[config.mk]
export PLATFORM = sky130hd
export DESIGN_NAME = spq_cell
export DESIGN_NICKNAME = d
export VERILOG_FILES = /design/src/hdl/spq_pkg.sv /design/src/hdl/spq_cell.sv
export SDC_FILE = /design/constraint.sdc
export NUM_CORES = 1
export LEC_CHECK = 0
export BUFFER_PORTS_ARGS = -buffer_cell sky130_fd_sc_hd__buf_2
export CAP_MARGIN = 20
export CORE_MARGIN = 2
export CORE_UTILIZATION = 39
export DETAILED_ROUTE_END_ITERATION = 7
export HOLD_SLACK_MARGIN = 0.12
export PLACE_DENSITY = 0.77
export SKIP_CTS_REPAIR_TIMING = 1
export SYNTH_ARGS = -nofsm -noshare
export SYNTH_HDL_FRONTEND = slang
export SYNTH_SLANG_ARGS = --single-unit
[constraint.sdc]
create_clock -name clock -period 4.8 [get_ports clock]
set_clock_uncertainty 0.05 [all_clocks]
set_input_delay 0.24 -clock clock [delete_from_list [all_inputs] [get_ports clock]]
set_output_delay 0.24 -clock clock [all_outputs]
set_load 0.005 [all_outputs]
[src/hdl/spq_pkg.sv]
// types and constants of the stable priority queue
`default_nettype none
package spq_pkg;

   localparam int unsigned DATA_W = 32;
   localparam int unsigned COUNT_W = 7;

   localparam logic signed [DATA_W-1:0] INT_MIN = 32'sh8000_0000;

   localparam logic MODE_INSERT = 1'b0;
   localparam logic MODE_DELETE = 1'b1;

   typedef struct packed {
      logic signed [DATA_W-1:0] value;
      logic signed [DATA_W-1:0] prio;
   } entry_type;

   // command broadcast to every cell of the chain
   typedef struct packed {
      logic      ins;
      logic      del;
      entry_type new_entry;
   } cmd_type;

endpackage
`default_nettype wire

[src/hdl/spq_cell.sv]
// one cell of the sorted entry chain
`default_nettype none
module spq_cell
   import spq_pkg::*;
(
   input  wire logic      clock,
   input  wire cmd_type   cmd,
   input  wire logic      occupied,
   input  wire logic      prev_keep,
   input  wire entry_type prev_entry,
   input  wire entry_type next_entry,
   output logic           keep,
   output entry_type      entry
);

   entry_type entry_ff;
   entry_type entry_in;

   // an entry stays put when the new one does not outrank it (ties stay older)
   assign keep = occupied && !($signed(cmd.new_entry.prio) > $signed(entry_ff.prio));

   always_comb begin
      entry_in = entry_ff;
      if (cmd.ins) begin
         if (!keep) begin
            entry_in = prev_keep ? cmd.new_entry : prev_entry;
         end
      end else if (cmd.del) begin
         entry_in = next_entry;
      end
   end

   always_ff @(posedge clock) begin
      entry_ff <= entry_in;
   end

   assign entry = entry_ff;

endmodule
`default_nettype wire

Yosys cells after proc, flatten, opt, wreduce, memory -nomap -nowiden. Cells that the tools add are included.

$lt $le $gt $ge: 1. Muxes and demuxes: 4. Equal/unequal tests: 1. Reduce and logical (&&, ||, !) cells: 4.

Operators by type and width (count): $mux 64 (4); $gt 32x32->1 (1); $ne 2x2->1 const B (1); $reduce_and 2->1 (1); $reduce_bool 2->1 (1); $logic_and 1x1->1 (1); $logic_not 1->1 (1).

Flip-flop bits (word level): 64. Bits of input ports: 197. Logic and storage cells: 12. Output and inout bits: 65.

Logic depth before layout (Yosys ltp). Gate-level depths: netlist (run 1).

Word-level depth: 5. Gate-level depth with buffers: 8. Depth with buffers taken out: 8.

Worst setup path after synthesis (run 1). No wires, ideal clock.

Path kind: reg2reg. From: register entry_ff, in the netlist entry[15]. To: register entry_ff, in the netlist entry[0], enable pin. Setup time: 0.489 ns. Slack: -0.075 ns. Period minus slack after synthesis: 4.875 ns. Data required time: 4.261 ns. Buffers on the path: 0. Stages on the path, launching flop included: 9. Arrival time: 4.336 ns. Cells stage by stage: edfxtp_1 > inv_1 > ha_1 > nand4_1 > nor4_2 > o21ai_2 > a31oi_4 > a2111oi_4 > o31ai_2.

Cells in the longest elaborated chain, start to end: 5.

Ends and longest elaborated chain: start, declared (line spq_cell.sv:16) `entry_type entry_ff;`; start signal, assigned (line spq_cell.sv:34) `entry_ff <= entry_in;`; $gt 32x32->1 (line spq_cell.sv:20) `assign keep = occupied && !($signed(cmd.new_entry.prio) > $signed(entry_ff.prio));`; $logic_not 1->1 (line spq_cell.sv:20); $logic_and 1x1->1 (line spq_cell.sv:20); $ne 2x2->1 (no line); $reduce_and 2->1 (no line).

No other way between the ends. A chain may end at the register's enable or synchronous reset.

Worst setup path after layout (run 1).
From: register entry_ff, in the netlist entry[14]. To: register entry_ff, in the netlist entry[27], enable pin.

The elaborated chain is that of the path after synthesis.

==> impl.org, run 1 <==
** Yosys
- Counting flops with a built-in enable in the synthesized netlist gives 64.
- Share of async-settable or async-resettable flops after synthesis :: 0%
- The number of different library cells used by synthesis comes to 29.
- In the post-synthesis netlist, the biggest area contributors are edfxtp_1 47%, mux2i_1 16%, ha_1 9.7%.
- Register area share after synthesis :: 46.7%
- Area leader, netlist :: edfxtp_1
- Count of yosys warnings during synthesis :: 0
- In this run the cell area of the synthesized design comes to 0.00412 mm2.
- Cells after synthesis :: 399
- Counting every net in the synthesized netlist gives 628.
- Average footprint of a synthesized cell :: 10.3 um2
- Number of synthesized register bits :: 64
- For this run, the leading register cell type out of synthesis is edfxtp_1.
- Area share of the leading cell type in the synthesized netlist :: 46.7%

** GRT
- Pin count of the biggest net entering global routing :: 73
- Total grt overflow :: 0
- The first global-routing pass estimated 18200 um of wire.
- The via count of the first global-routing pass was 3914.
- The number of antenna violations at the first check in global routing was 0.
- Across every metal layer, demand over resource in global routing totals 20.5%.

** Die
- The floorplan step set the die height to 107 um.
- The die is 107 um wide.
- The initialized floorplan defines 37 standard-cell rows.
- The floorplan step defined a die boundary enclosing 0.0114 mm2.
- Area of the core :: 0.0103 mm2
- Starting density of the core :: 40.1%
- In this run the count of I/O pins placed on the die edge is 262.

** Timing
- Summed over all failing endpoints, the final setup total negative slack is 0 ps.
- Unrepaired setup endpoints after global routing :: false
- Slack of the critical path :: 1740 ps
- Final-report max-slew violation count :: 0
- Min Clock Period, post-route :: 3060 ps
- For the pin with the worst max-slew slack, the measured transition is 1110 ps.
- Setup violations remaining at the end of the flow were counted as 0.
- Fraction of the cycle the final worst path needs :: 63.7%
- Maximum frequency from static timing analysis :: 0.327 GHz
- Final-report hold violation count :: 0
- Relative slew margins :: 25.9%

** Worst setup path
- Max stage delay on crit path :: 660 ps
- Slowest cell on the critical path :: buf_4
- The worst setup path is captured at a register.
- Data arrival, critical path :: 2970 ps
- For the worst flop-to-flop path, the logic depth is 9.
- Worst setup path category :: register to register
- The worst setup path is launched from a register.
- Maximum net fanout on the critical path :: 64
- Worst Path Required :: 4710 ps
- Critical Path, Cell by Cell :: inv_1 -> ha_1 -> nand4_1 -> nor4_2 -> o21ai_2 -> a31oi_4 -> a2111oi_4 -> o31ai_4 -> buf_4

** Min path
- Worst min-delay path category :: input pin to register
- The worst hold path passes through 3 cells.

** Detailed routing
- Using the TritonRoute via totals, the vias-per-cell ratio works out to 4.89.
- Routed Antenna Nets :: 0
- Dividing the detail-routed wire length by the instance count gives 14.9 um.
- The first detailed-routing pass ran for 4 iterations.
- Total wire length after detailed routing :: 11800 um
- Post-detailed-route DRC marker count :: 0
- The routed layout has 3866 vias.
- The detailed router finished its first iteration with 205 violations.

** Placement
- Port buffering added 261 buffers.
- The number of placed instances, taps included, is 776.
- Setup Slack @ Placement :: 1730 ps
- Detailed placement HPWL :: 9400 um
- Weighted congestion reported at the end of routability-driven placement :: 0.801

** Final layout
- Most common cell after layout, fill and taps aside :: buf_2
- Post-layout net count :: 880
- Antenna cells :: 0
- Top library cells by usage in the layout, fill and taps aside :: 259 x buf_2, 74 x a21oi_1, 66 x nor2_1
- Area delta synth->final :: 37.8%
- The register with the most flip-flops in the layout has 64 of them.
- Non-filler instance count after layout :: 790
- Cells with a size suffix above 1 make up 43.0% of the layout.
- Number of fillers in the final layout :: 943

** Status
- The flow ran to the end, and the final reports show no timing, DRC or antenna violations.

** Clocking
- Clock edge transition at the registers on the reported setup and hold paths :: 70 ps
- Max clock buf depth :: 2
- Clock insertion delay at the later pin of the skew report :: 340 ps
- The H-tree was split into 3 levels.
- Cell at the root of the clock tree :: clkbuf_8
- Clock sinks :: 64
- Buffers inserted during clock tree synthesis total 9.
- TritonCTS built the clock tree.

** Pwr
- Total power divided by cell area :: 268 mW/mm2
- Share of power burned in the clock network :: 24.8%
- Cell-internal power :: 1.08 mW
- For this design the total switching power over the nets is 0.441 mW.
- In this run, the combinational gates consume 27.4% of the power.
- Per report_power, the sequential group accounts for 47.8% of the total.
- Worst VDD drop :: 0.123 mV
- In this run the static leakage power is 2.89 nW.
- In this run switching power makes up 29.0% of total power.

** Run
- The tool flagged a number of max-cap violations equal to 0.
-- cell usage after synthesis, types with 2 or more instances --
library cell	count
mux2i_1	64
nand4_1	7
a21oi_1	74
nand3_1	2
o21ai_0	5
inv_1	34
clkbuf_1	11
buf_1	4
edfxtp_1	64
buf_2	7
nor2_1	66
o211a_1	2
ha_1	32
a21oi_2	2
nand2b_1	2
a21o_1	3
nor4_2	2
nand2_1	7
-- worst max-delay path, delay by kind of cell, from the launching register on --
kind,cells,cell delay (ps)
compound gates,4,610
fa+ha+maj,1,290
flops,1,350
buf+inv,2,710
simple gates,2,590
-- power groups by stage --
stage,Clock (mW),Combinational (mW),Sequential [mW]
after floorplan,0,0.205,0.747
after global placement,0,0.407,0.734
after detailed placement,0,0.423,0.737
after CTS,0.392,0.424,0.727
after global routing,0.414,0.467,0.733
final,0.377,0.417,0.726
-- final timing paths --
check,startpoint,to,slack (ps)
worst max-delay path,entry[14],entry[27],1740
worst min-delay path,next_entry[38],entry[38],170
worst max register to register,entry[14],entry[27],1740
worst min register to register,entry[0],entry[31],1570
-- final cells by class --
type / count / area [um2] / share of cell area [%]
clock buffer: 12 / 135 / 2.38
inverter: 34 / 128 / 2.25
clock inverter: 2 / 8.76 / 0.154
sequential: 64 / 1920 / 33.9
timing repair buffer: 263 / 1330 / 23.4
tap: 136 / 170 / 3.00
multi-input combinational: 279 / 1990 / 35.0
-- layer usage --
metal  vias up  wire length [um]  share of wire, %  GRT usage (%)
met5         -                 0                 0              0
met4         0               282               2.4           9.18
met3        21               789               6.7           3.65
met2       160              6060                51           37.8
met1      1729              4650                39           23.0
li1       1956                 -                 -              -
-- stage by stage --
stage	hold slack, ps	total power, mW	cell area (um2)	util, %
6_report	174	1.52	5680	55.2
5_1_grt	170	1.61	5680	55.2
4_1_cts	149	1.54	5680	55.2
3_5_place_dp	518	1.16	5530	53.8
3_3_place_gp	504	1.14	5530	53.8
2_1_floorplan	416	0.952	4130	-
-- logic make-up (layout without fill, tap and decap cells) --
logic type,Yosys count,in the layout,share of synthesized area [%]
adders and majority gates,32,32,9.72
muxes,64,64,15.6
buffers and inverters,56,311,5.32
DFF,64,64,46.7
AOI/OAI and AO/OA,95,95,13.6
and+or+nand+nor,88,88,9.14
Power figures use the tool's default switching activity.
==> inputs of run 2 (changes only) <==
- clock period: 4.8 -> 2.7 ns (I/O delays scaled with it)
==> impl.org, run 2 (synthesized netlist as in run 1, its figures left out) <==
** Status
- Result of the run :: completed

** Detailed routing
- The detailed router placed 4223 vias in this run.
- After detailed routing, the number of remaining DRC violations is 0.
- The detailed router finished its first iteration with 292 violations.
- Pre-Repair DR Iteration Count :: 4
- Routed Antenna Nets :: 0
- Summed over all layers, the routed wires come to 13600 um.
- Detail-routed net length per standard cell :: 15.8 um
- Vias per cell :: 4.92

** Timing
- Measured against its own limit, the worst slew margin works out to 63.2%.
- Final-report hold violation count :: 0
- Setup-violating endpoint count in the final report :: 0
- Fraction of the cycle the final worst path needs :: 98.2%
- Based on the critical path, the design can be clocked at up to 0.377 GHz.
- Final-report max-slew violation count :: 0
- After layout, the minimum clock period comes to 2650 ps.
- Setup total negative slack :: 0 ps
- For the pin with the worst max-slew slack, the measured transition is 552 ps.

** Final layout
- Largest register FFs :: 64
- The number of antenna diodes in the final layout is 0.
- Most common cell after layout, fill and taps aside :: buf_2
- Post-Route Utilization :: 63.7%
- Of the cells placed in the final design, the portion with a size suffix greater than 1 is 42.7%.
- From synthesis to final layout, the design area changed by 58.9%.
- Post-layout net count :: 948
- In the layout the commonest cells are 259 x buf_2, 74 x a21oi_1, 65 x nor2_1.
- Non-filler instance count after layout :: 859
- After routing the design area is 0.00654 mm2.

** Worst setup path
- Maximum net fanout on the critical path :: 7
- Data on the critical path is required at its endpoint by 2710 ps.
- The critical path is of the register to register type.
- Data on the critical path arrives at its endpoint at 2660 ps.
- STA classifies the critical path endpoint as a register.
- Startpoint type of the worst setup path :: register

** Placement
- Number of placed instances, taps included :: 780
- Weighted congestion reported at the end of routability-driven placement :: 0.798
- The placed instances occupy a cell area of 0.00563 mm2.
- Detailed placement HPWL :: 9570 um
- Count of buffers from port buffering :: 261

** Clocking
- Cell at the root of the clock tree :: clkbuf_8
- Inserted Clock Buffers :: 9
- TritonCTS built the clock tree.
- After clock tree synthesis, the clock-pin slew on the worst setup and hold paths is 70 ps.
- CTS built an H-tree with a depth of 3.
- At the later pin of the worst-skew pair, clock insertion delay measures 340 ps.
- Max clock buf depth :: 2
- Clock sinks :: 64

** Die
- Once the floorplan was initialized, standard cells occupied 40.1% of the core.
- The die is 107 um tall.
- Die Span X :: 107 um
- Number of rows in the core area :: 37
- In this run the count of I/O pins placed on the die edge is 262.
- Die area :: 0.0114 mm2
- The core region is 0.0103 mm2.

** Pwr
- Share of power burned in the clock network :: 23.5%
- Cell-internal power :: 2.04 mW
- Leakage :: 3.25 nW
- In this run switching power makes up 29.5% of total power.
- Switching power summed over all nets :: 0.855 mW
- Combinational power share :: 31.9%
- For this design the ratio of total power to cell area is 443 mW/mm2.
- Worst VDD drop :: 0.273 mV
- Part of the power in registers :: 44.6%
- PnR Total Power :: 2.90 mW

** GRT
- Pin count of the biggest net entering global routing :: 125
- Number of antenna violations at the first check in global routing :: 0
- The total overflow left after global routing is 0.
- Via count of the first global-routing pass :: 3855
- First-pass GRT wire length :: 18000 um
- Global routing used 20.4% of the available tracks.

** Min path
- In this run the worst hold path is classified as input pin to register.

** Run
- Max-cap violations :: 0
==> run 2: cell count changes in the layout (fill, tap and decap cells not counted), sizes merged <==
cell and delta:
clkinv +2, clkbuf +1, clkinvlp +1, buf +11
dlygate4sd3 +54
==> run 2: stage by stage <==
stage / hold slack, ps / setup slack, ps
floorplan: 310 / -882
global placement: 403 / 183
detailed placement: 407 / 92.9
CTS: 43.4 / 74.7
global route: 122 / -44.3
finish: 86.7 / 48.4
==> run 2: per-layer routing <==
metal / global-route usage, % / up-vias / part of all wire, %
li1: - / 2087 / -
met1: 22.7 / 1930 / 39
met2: 37.5 / 189 / 52
met3: 5.84 / 17 / 7.0
met4: 6.40 / 0 / 1.4
met5: 0 / - / 0
==> run 2: path summary, 6_finish.rpt <==
path	start	endpoint	slack (ps)	depth (start not counted)
setup / recovery	entry[13]	entry[18]	50	10
hold / removal	next_entry[25]	entry[25]	90	3
setup reg to reg	entry[13]	entry[18]	50	10
hold reg to reg	entry[30]	entry[40]	1350	6
==> run 2: worst max-delay path, stage by stage (launching register included) <==
cell and delay, ps:
edfxtp_1 350, inv_1 80, ha_4 270, nand4_1 210, nor3_1 320, a21oi_2 110
a31oi_4 220, a2111oi_4 90, o31ai_4 310, buf_6 190, clkbuf_16 170
==> run 2: final cells by class <==
type | instances | area, um2
clock buffer | 10 | 128
clock inverter | 5 | 25.0
fill | 852 | 3730
inverter | 34 | 128
multi-input combinational | 279 | 2090
sequential | 64 | 1920
tap | 136 | 170
timing repair buffer | 331 | 2090
==> run 2: power by group through the flow <==
stage	combinational, mW	sequential (mW)	clock [mW]
floorplan	0.368	1.33	0
global placement	0.750	1.30	0
detailed placement	0.777	1.31	0
CTS	0.780	1.29	0.703
global route	1.02	1.31	0.749
finish	0.925	1.29	0.679
